## src/buck_boost_dead_time_sequencer_core_assert.svh

```systemverilog
// ----------------------------------------------------------------------------
// Buck-boost dead-time sequencer assertion macros
// Shared property wrappers, sampled on clk and disabled while arst_n is low.
// ----------------------------------------------------------------------------
`ifndef BUCK_BOOST_DEAD_TIME_SEQUENCER_CORE_ASSERT_SVH
`define BUCK_BOOST_DEAD_TIME_SEQUENCER_CORE_ASSERT_SVH

// The consequent holds in the same cycle as the antecedent.
`define BBDT_ASSERT_SAME(label, ante, cons) \
	label: assert property (@(posedge clk) disable iff (!arst_n) (ante) |-> (cons)) \
		else $error("bbdt assertion failed");

// The consequent holds in the cycle after the antecedent.
`define BBDT_ASSERT_NEXT(label, ante, cons) \
	label: assert property (@(posedge clk) disable iff (!arst_n) (ante) |=> (cons)) \
		else $error("bbdt assertion failed");

`endif

```

## src/bbdt_pkg.sv

```systemverilog
// ----------------------------------------------------------------------------
// Buck-boost dead-time sequencer package
// Mode codes, gate bit masks, reset values and shared state types.
// ----------------------------------------------------------------------------
package bbdt_pkg;

	typedef enum logic [2:0] {
		MODE_ALL_OFF    = 3'd0,
		MODE_BUCK_OFF   = 3'd1,
		MODE_BUCK_SOFT  = 3'd2,
		MODE_BUCK_ON    = 3'd3,
		MODE_BOOST_OFF  = 3'd4,
		MODE_BOOST_SOFT = 3'd5,
		MODE_BOOST_ON   = 3'd6,
		MODE_DISCHARGE  = 3'd7
	} mode_t;

	typedef enum logic {
		OP_TICK    = 1'b0,
		OP_REQUEST = 1'b1
	} opcode_t;

	localparam logic [3:0] G_BUCK_L  = 4'h1;
	localparam logic [3:0] G_BUCK_H  = 4'h2;
	localparam logic [3:0] G_BOOST_L = 4'h4;
	localparam logic [3:0] G_BOOST_H = 4'h8;

	localparam logic [3:0] PAT_BUCK_OFF  = 4'h9;
	localparam logic [3:0] PAT_BUCK_ON   = 4'hA;
	localparam logic [3:0] PAT_BOOST_OFF = 4'hA;
	localparam logic [3:0] PAT_BOOST_ON  = 4'h6;
	localparam logic [3:0] PAT_DISCHARGE = 4'h5;

	localparam logic [15:0] DEAD_TIME_RESET  = 16'd100;
	localparam logic [15:0] SOFT_DELAY_RESET = 16'd700;

	localparam int unsigned CFG_ADDR_W = 3;

	typedef struct packed {
		logic [15:0] dead_time_ticks;
		logic [15:0] soft_delay_ticks;
	} cfg_t;

	typedef struct packed {
		logic [3:0]  gate_bits;
		mode_t       mode;
		logic [15:0] countdown;
		logic        armed;
	} state_t;

	// Break before make in one half bridge: clear the opposite switch if it
	// is on, otherwise turn the target switch on.
	function automatic logic [3:0] half_bridge(logic [3:0] g, logic [3:0] opp,
			logic [3:0] tgt);
		return (|(g & opp)) ? (g & ~opp) : (g | tgt);
	endfunction

endpackage

```

## src/bbdt_cfg.sv

```systemverilog
// ----------------------------------------------------------------------------
// Buck-boost dead-time sequencer configuration registers
// APB-style register file holding the dead-time and soft-delay tick counts.
// ----------------------------------------------------------------------------
module bbdt_cfg (
	input  logic                             clk,
	input  logic                             arst_n,
	input  logic                             psel,
	input  logic                             penable,
	input  logic                             pwrite,
	input  logic [bbdt_pkg::CFG_ADDR_W-1:0]  paddr,
	input  logic [31:0]                      pwdata,
	output logic [31:0]                      prdata,
	output logic                             pready,
	output bbdt_pkg::cfg_t                   cfg
);

	bbdt_pkg::cfg_t cfg_q;
	logic           wr_en;

	assign pready = 1'b1;
	assign wr_en  = psel & penable & pwrite;

	always_ff @(posedge clk or negedge arst_n) begin
		if (!arst_n) begin
			cfg_q.dead_time_ticks  <= bbdt_pkg::DEAD_TIME_RESET;
			cfg_q.soft_delay_ticks <= bbdt_pkg::SOFT_DELAY_RESET;
		end else if (wr_en) begin
			if (paddr[2]) begin
				cfg_q.soft_delay_ticks <= pwdata[15:0];
			end else begin
				cfg_q.dead_time_ticks <= pwdata[15:0];
			end
		end
	end

	always_comb begin
		if (paddr[2]) begin
			prdata = {16'd0, cfg_q.soft_delay_ticks};
		end else begin
			prdata = {16'd0, cfg_q.dead_time_ticks};
		end
	end

	assign cfg = cfg_q;

endmodule

```

## src/bbdt_step.sv

```systemverilog
// ----------------------------------------------------------------------------
// Buck-boost dead-time sequencer step logic
// Computes the next gate pattern, mode and countdown for one transaction.
// ----------------------------------------------------------------------------
module bbdt_step (
	input  bbdt_pkg::cfg_t    cfg,
	input  bbdt_pkg::state_t  cur,
	input  bbdt_pkg::opcode_t opcode,
	input  bbdt_pkg::mode_t   req,
	output bbdt_pkg::state_t  nxt
);

	logic [3:0] g_req;
	logic [3:0] g_exp;

	always_comb begin
		unique case (req) inside
			bbdt_pkg::MODE_BUCK_OFF: begin
				g_req = bbdt_pkg::half_bridge(cur.gate_bits, bbdt_pkg::G_BUCK_H,
					bbdt_pkg::G_BUCK_L);
				g_req = bbdt_pkg::half_bridge(g_req, bbdt_pkg::G_BOOST_L,
					bbdt_pkg::G_BOOST_H);
			end
			bbdt_pkg::MODE_BUCK_SOFT: begin
				g_req = cur.gate_bits & ~(bbdt_pkg::G_BUCK_L | bbdt_pkg::G_BUCK_H);
				g_req = bbdt_pkg::half_bridge(g_req, bbdt_pkg::G_BOOST_L,
					bbdt_pkg::G_BOOST_H);
			end
			bbdt_pkg::MODE_BUCK_ON, bbdt_pkg::MODE_BOOST_OFF: begin
				g_req = bbdt_pkg::half_bridge(cur.gate_bits, bbdt_pkg::G_BUCK_L,
					bbdt_pkg::G_BUCK_H);
				g_req = bbdt_pkg::half_bridge(g_req, bbdt_pkg::G_BOOST_L,
					bbdt_pkg::G_BOOST_H);
			end
			bbdt_pkg::MODE_BOOST_SOFT: begin
				g_req = bbdt_pkg::half_bridge(cur.gate_bits, bbdt_pkg::G_BUCK_L,
					bbdt_pkg::G_BUCK_H);
				g_req = g_req & ~(bbdt_pkg::G_BOOST_L | bbdt_pkg::G_BOOST_H);
			end
			bbdt_pkg::MODE_BOOST_ON: begin
				g_req = bbdt_pkg::half_bridge(cur.gate_bits, bbdt_pkg::G_BUCK_L,
					bbdt_pkg::G_BUCK_H);
				g_req = bbdt_pkg::half_bridge(g_req, bbdt_pkg::G_BOOST_H,
					bbdt_pkg::G_BOOST_L);
			end
			bbdt_pkg::MODE_DISCHARGE: begin
				g_req = bbdt_pkg::half_bridge(cur.gate_bits, bbdt_pkg::G_BUCK_H,
					bbdt_pkg::G_BUCK_L);
				g_req = bbdt_pkg::half_bridge(g_req, bbdt_pkg::G_BOOST_H,
					bbdt_pkg::G_BOOST_L);
			end
			default: begin
				g_req = 4'h0;
			end
		endcase
	end

	always_comb begin
		unique case (cur.mode) inside
			bbdt_pkg::MODE_BUCK_OFF:   g_exp = cur.gate_bits | bbdt_pkg::PAT_BUCK_OFF;
			bbdt_pkg::MODE_BUCK_SOFT:  g_exp = (cur.gate_bits & ~bbdt_pkg::G_BUCK_L) |
				bbdt_pkg::G_BOOST_H;
			bbdt_pkg::MODE_BUCK_ON:    g_exp = cur.gate_bits | bbdt_pkg::PAT_BUCK_ON;
			bbdt_pkg::MODE_BOOST_OFF:  g_exp = cur.gate_bits | bbdt_pkg::PAT_BOOST_OFF;
			bbdt_pkg::MODE_BOOST_SOFT: g_exp = (cur.gate_bits & ~bbdt_pkg::G_BOOST_H) |
				bbdt_pkg::G_BUCK_H;
			bbdt_pkg::MODE_BOOST_ON:   g_exp = cur.gate_bits | bbdt_pkg::PAT_BOOST_ON;
			bbdt_pkg::MODE_DISCHARGE:  g_exp = cur.gate_bits | bbdt_pkg::PAT_DISCHARGE;
			default:                   g_exp = cur.gate_bits;
		endcase
	end

	always_comb begin
		nxt = cur;
		if (opcode == bbdt_pkg::OP_REQUEST) begin
			nxt.gate_bits = g_req;
			if (req != cur.mode) begin
				nxt.countdown = cfg.dead_time_ticks;
				nxt.armed     = 1'b1;
				nxt.mode      = req;
			end
		end else if (cur.armed) begin
			if (cur.countdown <= 16'd1) begin
				// Expiry: OFF modes chain into their soft countdown.
				nxt.gate_bits = g_exp;
				nxt.countdown = 16'd0;
				nxt.armed     = 1'b0;
				if (cur.mode == bbdt_pkg::MODE_BUCK_OFF) begin
					nxt.countdown = cfg.soft_delay_ticks;
					nxt.armed     = 1'b1;
					nxt.mode      = bbdt_pkg::MODE_BUCK_SOFT;
				end else if (cur.mode == bbdt_pkg::MODE_BOOST_OFF) begin
					nxt.countdown = cfg.soft_delay_ticks;
					nxt.armed     = 1'b1;
					nxt.mode      = bbdt_pkg::MODE_BOOST_SOFT;
				end
			end else begin
				nxt.countdown = cur.countdown - 16'd1;
			end
		end
	end

endmodule

```

## src/buck_boost_dead_time_sequencer_core.sv

```systemverilog
// ----------------------------------------------------------------------------
// Buck-boost dead-time sequencer core
// Gate sequencer for a four-switch buck-boost stage with dead-time timing.
// ----------------------------------------------------------------------------
// The core takes one transaction per clock while the output is not stalled,
// either a timer tick or a mode request, and returns exactly one result
// transaction for each: the gate pattern, the active mode and a busy flag
// for the pending countdown. An accepted transaction is held in the input
// register, and its result is written to the output register once that
// register is empty or its result is being taken. The sustained rate is one
// transaction per cycle while m_tready stays high. The input side keeps
// accepting while a result waits in the output register as long as the
// input register drains into it.
`include "buck_boost_dead_time_sequencer_core_assert.svh"

module buck_boost_dead_time_sequencer_core (
	input  logic                             clk,
	input  logic                             arst_n,
	input  logic                             s_tvalid,
	output logic                             s_tready,
	input  logic [7:0]                       s_tdata,  // [2:0] requested_mode
	input  logic                             s_tuser,  // [0] opcode
	output logic                             m_tvalid,
	input  logic                             m_tready,
	output logic [7:0]                       m_tdata,  // [3:0] gate_drive, [6:4] active_mode,
	                                                   // [7] timer_busy
	input  logic                             psel,
	input  logic                             penable,
	input  logic                             pwrite,
	input  logic [bbdt_pkg::CFG_ADDR_W-1:0]  paddr,
	input  logic [31:0]                      pwdata,
	output logic [31:0]                      prdata,
	output logic                             pready
);

	bbdt_pkg::cfg_t    cfg;
	bbdt_pkg::state_t  state_q;
	bbdt_pkg::state_t  state_nxt;
	logic              valid_s1;
	bbdt_pkg::opcode_t opcode_s1;
	bbdt_pkg::mode_t   req_s1;
	logic              m_tvalid_q;
	logic [7:0]        m_tdata_q;
	logic              advance;
	logic              in_xfer;

	bbdt_cfg u_cfg (
		.clk     (clk),
		.arst_n  (arst_n),
		.psel    (psel),
		.penable (penable),
		.pwrite  (pwrite),
		.paddr   (paddr),
		.pwdata  (pwdata),
		.prdata  (prdata),
		.pready  (pready),
		.cfg     (cfg)
	);

	bbdt_step u_step (
		.cfg    (cfg),
		.cur    (state_q),
		.opcode (opcode_s1),
		.req    (req_s1),
		.nxt    (state_nxt)
	);

	assign advance  = valid_s1 & (~m_tvalid_q | m_tready);
	assign s_tready = ~valid_s1 | advance;
	assign in_xfer  = s_tvalid & s_tready;

	always_ff @(posedge clk or negedge arst_n) begin
		if (!arst_n) begin
			valid_s1 <= 1'b0;
		end else if (s_tready) begin
			valid_s1 <= s_tvalid;
		end
	end

	always_ff @(posedge clk) begin
		if (in_xfer) begin
			opcode_s1 <= bbdt_pkg::opcode_t'(s_tuser);
			req_s1    <= bbdt_pkg::mode_t'(s_tdata[2:0]);
		end
	end

	always_ff @(posedge clk or negedge arst_n) begin
		if (!arst_n) begin
			state_q.gate_bits <= 4'h0;
			state_q.mode      <= bbdt_pkg::MODE_ALL_OFF;
			state_q.countdown <= 16'd0;
			state_q.armed     <= 1'b0;
			m_tvalid_q        <= 1'b0;
		end else begin
			if (advance) begin
				state_q    <= state_nxt;
				m_tvalid_q <= 1'b1;
			end else if (m_tready) begin
				m_tvalid_q <= 1'b0;
			end
		end
	end

	always_ff @(posedge clk) begin
		if (advance) begin
			m_tdata_q <= {state_nxt.armed, state_nxt.mode, state_nxt.gate_bits};
		end
	end

	assign m_tvalid = m_tvalid_q;
	assign m_tdata  = m_tdata_q;

	`BBDT_ASSERT_SAME(a_idle_timer_clear, !state_q.armed, state_q.countdown == 16'd0)
	`BBDT_ASSERT_SAME(a_ready_when_out_free, !m_tvalid_q, s_tready)
	`BBDT_ASSERT_NEXT(a_result_busy_matches, advance, m_tdata_q[7] == state_q.armed)
	`BBDT_ASSERT_NEXT(a_result_mode_matches, advance, m_tdata_q[6:4] == state_q.mode)

endmodule
```

## config.mk

```make
export PLATFORM = sky130hd
export DESIGN_NAME = buck_boost_dead_time_sequencer_core
export DESIGN_NICKNAME = d
export VERILOG_FILES = /design/src/bbdt_pkg.sv /design/src/bbdt_cfg.sv /design/src/bbdt_step.sv /design/src/buck_boost_dead_time_sequencer_core.sv
export VERILOG_INCLUDE_DIRS = /design/src /design/src/src
export SDC_FILE = /design/constraint.sdc
export NUM_CORES = 1
export LEC_CHECK = 0
export ABC_AREA = 1
export CAP_MARGIN = 20
export CORE_ASPECT_RATIO = 1.5
export CORE_MARGIN = 2
export CORE_UTILIZATION = 30
export CTS_CLUSTER_SIZE = 28
export DETAILED_ROUTE_END_ITERATION = 8
export DONT_BUFFER_PORTS = 1
export SYNTH_ARGS = -nofsm -noshare
export SYNTH_HDL_FRONTEND = slang
export SYNTH_HIERARCHICAL = 1
export SYNTH_SLANG_ARGS = --single-unit
```

## constraint.sdc

```tcl
create_clock -name clk -period 2 [get_ports clk]
set_input_delay 0.1 -clock clk [delete_from_list [all_inputs] [get_ports clk]]
set_output_delay 0.1 -clock clk [all_outputs]
set_load 0.02 [all_outputs]
```

* Yosys cells after proc, flatten, opt, wreduce, memory -nomap -nowiden
Index checks and enable logic that the tools add are counted.
** Storage, ports and cells
- Bits of input ports :: 51
- Memories :: 0
- Logic and storage cells :: 65
- Memory bits (read-only) :: 0
- Bits in latches :: 0
- Register bits after elaboration :: 70
- Output and inout bits :: 43
- Bits in writable memories :: 0
** Cells by class
- Multiplexer cells :: 20
- $lt $le $gt $ge :: 1
- Bitwise logic cells :: 9
- Equal/unequal tests :: 16
- Reduce and logical (&&, ||, !) cells :: 7
- Add/sub/neg operators :: 1
- $mul :: 0
- Div/mod/pow operators :: 0
- Shift-type cells :: 0
** Operator list (number)
- $mux W20 :: 3
- $mux W24 :: 2
- $pmux W4 S6 :: 2
- $mux W16 :: 2
- $eq A3 B3 Y1 const B :: 8
- $le A16 B1 Y1 const B :: 1
- $sub A16 B1 Y16 const B :: 1
- $eq A3 B2 Y1 const B :: 4
- $mux W4 :: 3
- $mux W7 :: 1
- $eq A3 B1 Y1 const B :: 2
- $mux W3 :: 2
- $and A1 B1 Y1 :: 4
- $mux W1 :: 4
- $reduce_and A2 Y1 :: 2
- $reduce_bool A2 Y1 :: 2
- $reduce_or A2 Y1 :: 2
- $ne A3 B3 Y1 :: 1
- $not A1 Y1 :: 3
- $reduce_and A3 Y1 :: 1
- $mux W2 :: 1
- $ne A2 B1 Y1 const B :: 1
- $or A1 B1 Y1 :: 2

* Longest topological paths before layout
Gate-level depths: netlist (run 1).
- Depth in word-level cells :: 6
- Gate-level depth with buffers :: 15
- Gate-level depth less buffers :: 14

* Hierarchy
The synthesis (run 1) kept the hierarchy.
** By module, submodules not included
- bbdt_step :: cells each 335, area each 1645.3 um^2, sequential area each 0.0 um^2, times used 1
- bbdt_cfg :: cells each 213, area each 1639.1 um^2, sequential area each 812.0 um^2, times used 1
- buck_boost_dead_time_sequencer_core :: cells each 126, area each 1458.9 um^2, sequential area each 1011.0 um^2, times used 1

* Least setup slack after synthesis (run 1)
Ideal clock, no wire load.
- Kind :: register to register
- Start point :: register state_q[1] (netlist name)
- End point :: register state_q[16] (netlist name)
- Setup time :: 0.065 ns
- Required time :: 1.935 ns
- Clock period less this slack :: 1.751 ns
- Setup slack :: 0.249 ns
- Arrival time :: 1.686 ns
- Stages on the path, launching flop included :: 16
- Path buffers :: 1
- Cell sequence :: dfrtp_1 inv_1 ha_1 inv_1 nand2_1 nand2_1 nor2_2 nand2_2 nor2_4 buf_6 nand2_2 nand3_1 nand2_1 nand2_1 nand3_1 nand2_1
** RTL lines
- start, declared :: RTL line buck_boost_dead_time_sequencer_core.sv:37 : bbdt_pkg::state_t state_q;
- start signal, assigned :: RTL line buck_boost_dead_time_sequencer_core.sv:96 : state_q <= state_nxt;

==> results_dict.tcl, run 1 <==
set metrics [dict create \
    wl_per_cell_um 14.4 \
    clock_sink_count 70 \
    p_sw_share_pct 43.8 \
    syn_to_final_growth_pct 20.0 \
    clockRootBuffer "sky130_fd_sc_hd__clkbuf_16" \
    drv.max_cap_violation_count 0 \
    synth.top_cells.by_count "sky130_fd_sc_hd__nand2_1 (267), sky130_fd_sc_hd__nand3_1 (94), sky130_fd_sc_hd__dfrtp_1 (49)" \
    post-route-drc-count 0 \
    synth.area.top_cells "sky130_fd_sc_hd__dfrtp_1 (26%), sky130_fd_sc_hd__nand2_1 (21%), sky130_fd_sc_hd__nand3_1 (9.9%)" \
    timing.rr.end "state_q[13]" \
    setup-tns-final_ns 0 \
    worstPathRequired_ns 2.27 \
    htreeDepth 3 \
    path_cells "inv_4 > ha_4 > inv_4 > nand2_4 > nand2_2 > nor2_4 > nand2_4 > nor2_4 > clkbuf_16 > nand2_2 > nand3_1 > nand2_1 > nand2_1 > nand3_1 > nand2_1" \
    endpoint_kind "register" \
    synthDominantCellAreaShare_pct 25.9 \
    r2r-start "state_q[2]" \
    grt_max_degree 59 \
    final_clock_period_utilization_by_the_worst_path_pct 94.8 \
    initial_utilization_pct 30.5 \
    synth_largest_area_cell "sky130_fd_sc_hd__dfrtp_1" \
    vias_in_the_first_global_route 4177 \
    cpMaxStageDelayCell "sky130_fd_sc_hd__dfrtp_1" \
    post-synth-top-count-cell "sky130_fd_sc_hd__nand2_1" \
    total_count_of_hold_check_failures_in_the_final_report 0 \
    layout.cells.non_filler 918 \
    hold_class "in2reg" \
    hold_depth 3 \
    worst_slew_pin_slew_ns 0.549 \
    dpl.cell_count 866 \
    peak_supply_drop_mv 0.407 \
    clockPowerShare_pct 22.8 \
    skew_final_ns 0.00509 \
    seq_total_area_yosys_pct 38.4 \
    intPower_mw 4.08 \
    cellPowerDensity_nw_per_um2 1280 \
    timing.slew.headroom_pct 63.3 \
    worst-endpoint-arrival_ns 2.17 \
    die_width_um 107 \
    worstSetupStartpointType "register" \
    cell_variety_after_synth 37 \
    route.detailed.vias_per_inst 4.80 \
    synthFlopType "sky130_fd_sc_hd__dfrtp_1" \
    synth_area_um2 4740 \
    floorplan_core_area_um2 15600 \
    number_of_input_and_output_port_buffers_inserted 0 \
    cts_tree "done" \
    critical-path-max-stage-delay_ns 0.42 \
    finalMaxSlewViolations 0 \
    clk_latency_ns 0.34 \
    post_synth_inst_count 674 \
    critical-path-top-cell-by-count "sky130_fd_sc_hd__nand2_1" \
    fmax_mhz 528 \
    totalWireLength_um 13200 \
    grt_first_pass_wirelength_um 21400 \
    die_height_um 158 \
    floorplan.die_area_um2 16900 \
    placed_cell_areas_um2 4930 \
    stdcell_area_um2 5690 \
    cp.depth 15 \
    antenna_found_initial 0 \
    status "completed" \
    drt_iter0_markers 222 \
    finalSetupViolations 0 \
    cpLargestDelayFamily "simple AND/OR/NAND/NOR gates" \
    power_frac_seq_pct 32.7 \
    post_synth.cell_area_avg_um2 7.04 \
    place_hpwl_um 8760 \
    final_nets 763 \
    ant_nets 0 \
    worst_hold_end "u_cfg/cfg[26]" \
    regToRegSetupSlack_ns 0.10 \
    gp_congestion 0.825 \
    ff2ff_path_depth 15 \
    worst_hold_startpoint "paddr[2]" \
    worst-path-max-fanout 5 \
    worst-path-buf-inv 3 \
    grt_overflow 0 \
    detailedRoute.firstPassIterationCount 5 \
    grt_util_all_layers_pct 16.0 \
    ys_seq_elements 70 \
    proportion_of_layout_cells_with_a_drive_suffix_above_1_pct 17.5 \
    number_of_enable_flip_flop_cells_after_synthesis 12 \
    yosysWarningCount 6 \
    total_cts_buffers 9 \
    proportion_of_register_bits_with_asynchronous_set_or_reset_after_synthesis_pct 82.9 \
    cts-root-to-sink-buffers 2 \
    logic_gate_share_of_total_power_pct 44.5 \
    diodes 0 \
    path_clk_slew_ns 0.06 \
    std_cell_rows 56 \
    power_leakage_nw 2.74 \
    netSwitchingPower_mw 3.18 \
    num_io_pins 94 \
    min_period_ns 1.90 \
    routed-via-count 4404 \
    critPathKind "reg2reg" \
]
==> power by group through the flow <==
stage	sequential, mW	combinational, mW	clock (mW)
after global routing	2.43	3.64	1.74
after CTS	2.36	3.01	1.69
after global placement	2.38	2.90	0
after floorplan	2.25	2.31	0
after detailed placement	2.38	2.92	0
final	2.37	3.23	1.66
==> worst reg2reg max path, delay by kind of cell, from the launching register on <==
kind | cells | cell delay (ns)
fa+ha+maj | 1 | 0.16
buf+inv | 3 | 0.35
flops | 1 | 0.42
simple gates | 11 | 0.91
==> stage by stage <==
step | power [mW] | utilization, % | setup WS, ns | hold slack, ns
global placement | 5.28 | 31.7 | 0.0882 | -0.191
CTS | 7.06 | 35.7 | 0.0249 | 0.0496
detailed placement | 5.29 | 31.7 | 0.0457 | -0.193
global route | 7.82 | 36.6 | -0.0233 | 0.0800
finish | 7.26 | 36.6 | 0.105 | 0.0573
floorplan | 4.56 | - | 0.249 | -0.196
==> metal layers <==
layer / share of wire, % / vias to the layer above / global-route usage (%) / wire length, um
li1: - / 2209 / - / -
met1: 43 / 2049 / 19.4 / 5640
met2: 51 / 130 / 29.0 / 6750
met3: 4.2 / 16 / 2.80 / 553
met4: 1.8 / 0 / 4.21 / 239
met5: 0 / - / 0 / 0
==> flip-flops by register name, summed over array words and instances (netlist names) <==
| signal | flops |
|---|---|
| u_cfg/cfg | 32 |
| state_q | 24 |
| m_tdata | 8 |
| req_s1 | 3 |
| m_tvalid | 1 |
| opcode_s1 | 1 |
| valid_s1 | 1 |
==> worst max path at each step <==
stage                          start           to  slack, ns
final                     state_q[2]  state_q[13]       0.10
after global routing      state_q[2]   state_q[1]      -0.02
after CTS                 state_q[2]  state_q[23]       0.02
after detailed placement  state_q[2]  state_q[23]       0.05
after global placement    state_q[2]  state_q[23]       0.09
after floorplan           state_q[1]  state_q[16]       0.25
==> area by class of cell <==
type | instances | area (um2)
clock buffer | 13 | 260
clock inverter | 3 | 43.8
fill | 1701 | 9860
inverter | 43 | 166
multi-input combinational | 525 | 2530
sequential | 70 | 1820
tap | 203 | 254
timing repair buffer | 61 | 612
==> cells in the final DEF (no fill, tap or decap), types with 12 or more instances in the layout <==
master | Yosys | routed
sky130_fd_sc_hd__nand2_2 | 21 | 22
sky130_fd_sc_hd__nand3_1 | 94 | 91
sky130_fd_sc_hd__edfxtp_1 | 12 | 12
sky130_fd_sc_hd__nor2_1 | 33 | 31
sky130_fd_sc_hd__dlygate4sd3_1 | 0 | 30
sky130_fd_sc_hd__conb_1 | 2 | 17
sky130_fd_sc_hd__o21ai_0 | 20 | 19
sky130_fd_sc_hd__dfrtp_1 | 49 | 48
sky130_fd_sc_hd__buf_4 | 26 | 25
sky130_fd_sc_hd__a21oi_1 | 25 | 25
sky130_fd_sc_hd__nand2_1 | 267 | 264
sky130_fd_sc_hd__inv_1 | 35 | 31
==> kinds of logic (layout without fill, tap and decap cells) <==
group	count (synthesis)	count (layout)	share of synthesized area [%]
flops	70	70	38.4
buf+inv	94	120	10.8
simple gates	437	437	40.5
fa+ha+maj	2	2	0.527
xor+xnor	4	4	0.739
other cells	2	17	0.158
compound gates	65	65	8.84
==> what timing repair did <==
action / in CTS / in global routing
hold buffers: 31 / 0
hold endpoints to repair: 95 / 0
buffers inserted: 0 / 4
setup endpoints to repair: 0 / 27
gates resized for setup: 0 / 24
Note: power is estimated with default switching activity, not from simulation.
==> run 2, diff against run 1 <==
- GPL_TIMING_DRIVEN: not set -> 0
==> run 2 against run 1 <==
  * Final cell count is 2.5% higher
  * Via count is 2.8% higher
  * Worst setup slack worse by 0.036 ns
  * Clock skew is 0.0043 ns higher
  * First-iteration DRC count is 66% higher
  * Sequential power hardly changed
  * Routed wire length is 9.4% higher
  * Utilization is 1.0 points higher
  * Combinational power is 5% higher
  * Critical endpoint is now state_q[16]
  * Highest routed layer unchanged
==> results_dict.tcl, run 2 (synthesis gave the netlist of run 1 again) <==
set metrics [dict create \
    status "completed" \
    die_width_um 107 \
    drt_iter0_markers 368 \
    cpMaxStageDelayCell "sky130_fd_sc_hd__dfrtp_1" \
    total_cts_buffers 9 \
    placed_cell_areas_um2 5050 \
    power_leakage_nw 2.86 \
    worst_slew_pin_slew_ns 0.768 \
    clockRootBuffer "sky130_fd_sc_hd__clkbuf_16" \
    critical-path-max-stage-delay_ns 0.37 \
    worst-endpoint-arrival_ns 2.20 \
    cts-root-to-sink-buffers 2 \
    totalWireLength_um 14400 \
    detailedRoute.firstPassIterationCount 5 \
    final_clock_period_utilization_by_the_worst_path_pct 96.5 \
    fmax_mhz 518 \
    flip_flop_count_of_the_largest_register_after_layout 32 \
    min_period_ns 1.93 \
    clock_sink_count 70 \
    cpLargestDelayFamily "simple AND/OR/NAND/NOR gates" \
    worst-path-buf-inv 4 \
    hold_ws_ns 0.00919 \
    place_hpwl_um 10500 \
    post-route-drc-count 0 \
    diodes 0 \
    grt_util_all_layers_pct 17.3 \
    syn_to_final_growth_pct 23.3 \
    timing.slew.headroom_pct 48.8 \
    layout.cells.most_common_list "sky130_fd_sc_hd__nand2_1 (263), sky130_fd_sc_hd__nand3_1 (90), sky130_fd_sc_hd__dfrtp_1 (48)" \
    grt_first_pass_wirelength_um 22800 \
    wl_per_cell_um 15.3 \
    die_height_um 158 \
    initial_utilization_pct 30.5 \
    worst-path-max-fanout 7 \
    finalMaxSlewViolations 0 \
    worstPathRequired_ns 2.27 \
    finalSetupViolations 0 \
    std_cell_rows 56 \
    cts_tree "done" \
    routed-via-count 4527 \
    ant_nets 0 \
    antenna_found_initial 0 \
    path_cells "buf_2 > inv_2 > nand3_2 > nand2_2 > inv_2 > nor2_4 > buf_8 > nand2_4 > nand3_2 > nand2_1 > nand2_1 > nand3_1 > nand2_1" \
    total_power_mw 7.46 \
    proportion_of_layout_cells_with_a_drive_suffix_above_1_pct 21.0 \
    gp_congestion 0.918 \
    setup-tns-final_ns 0 \
    critical-path-top-cell-by-count "sky130_fd_sc_hd__nand2_1" \
    skew_final_ns 0.00937 \
    endpoint_kind "register" \
    final_common_cell "sky130_fd_sc_hd__nand2_1" \
    peak_supply_drop_mv 0.483 \
    vias_in_the_first_global_route 4394 \
    worstSetupStartpointType "register" \
    final_nets 786 \
    hold_class "in2reg" \
    cellPowerDensity_nw_per_um2 1280 \
    floorplan_core_area_um2 15600 \
    grt_overflow 0 \
    route.detailed.vias_per_inst 4.81 \
    number_of_input_and_output_port_buffers_inserted 0 \
    clk_latency_ns 0.34 \
    floorplan.die_area_um2 16900 \
    path_clk_slew_ns 0.06 \
    grt_max_degree 59 \
    drv.max_cap_violation_count 0 \
    stdcell_area_um2 5850 \
    critPathKind "reg2reg" \
    num_io_pins 94 \
    total_count_of_hold_check_failures_in_the_final_report 0 \
    htreeDepth 3 \
]
run 2: metal layers:
metal | GRT usage (%) | vias up | share of wire, % | wire length, um
li1 | - | 2253 | - | -
met1 | 19.0 | 2095 | 39 | 5680
met2 | 32.0 | 153 | 53 | 7650
met3 | 3.01 | 26 | 4.8 | 691
met4 | 8.35 | 0 | 2.8 | 405
met5 | 0 | - | 0 | 0
run 2: final timing paths:
check	from	end	slack, ns	cells after the start
max reg2reg	state_q[18]	state_q[16]	0.07	13
max	state_q[18]	state_q[16]	0.07	13
min	penable	u_cfg/cfg[29]	0.009	3
min reg2reg	state_q[19]	state_q[19]	0.47	2
max in group asynchronous	arst_n	u_cfg/cfg[3]	1.39	2
min in group asynchronous	arst_n	state_q[14]	0.29	2
run 2: per-stage QoR:
step,instances,worst slack [ns],util (%)
after floorplan,689,0.249,-
after global placement,892,-0.110,32.5
after detailed placement,892,-0.141,32.5
after CTS,941,0.00558,37.1
after global routing,941,-0.000715,37.6
final,941,0.0690,37.6
run 2: worst register-to-register path: cells and delay by family, from the launching register on:
family | cells | cell delay [ns]
buffers and inverters | 4 | 0.55
DFF | 1 | 0.37
and+or+nand+nor | 9 | 0.94
run 2: final cells by class:
| cell class | instances | area (um2) |
|---|---|---|
| Fill cell | 1687 | 9710 |
| Multi-Input combinational cell | 525 | 2590 |
| Inverter | 43 | 164 |
| Timing Repair Buffer | 33 | 343 |
| Buffer | 51 | 355 |
| Clock buffer | 10 | 229 |
| Clock inverter | 6 | 86.3 |
| Sequential cell | 70 | 1820 |
| Tap cell | 203 | 254 |
run 2: power by group:
part	total, mW	leakage, nW	internal, mW	switching [mW]
sequential	2.37	0.825	1.87	0.501
clock	1.71	0.154	1.09	0.617
combinational	3.38	1.89	1.18	2.20
total	7.46	2.86	4.14	3.32
run 2: repair_timing:
| item | 4_1_cts | 5_1_grt |
|---|---|---|
| hold endpoints to repair | 95 | 0 |
| setup endpoints to repair | 24 | 26 |
| hold buffers | 24 | 0 |
| pin swaps | 3 | 10 |
| cloned | 1 | 0 |
| setup buffers | 8 | 0 |
| resized for setup | 15 | 25 |
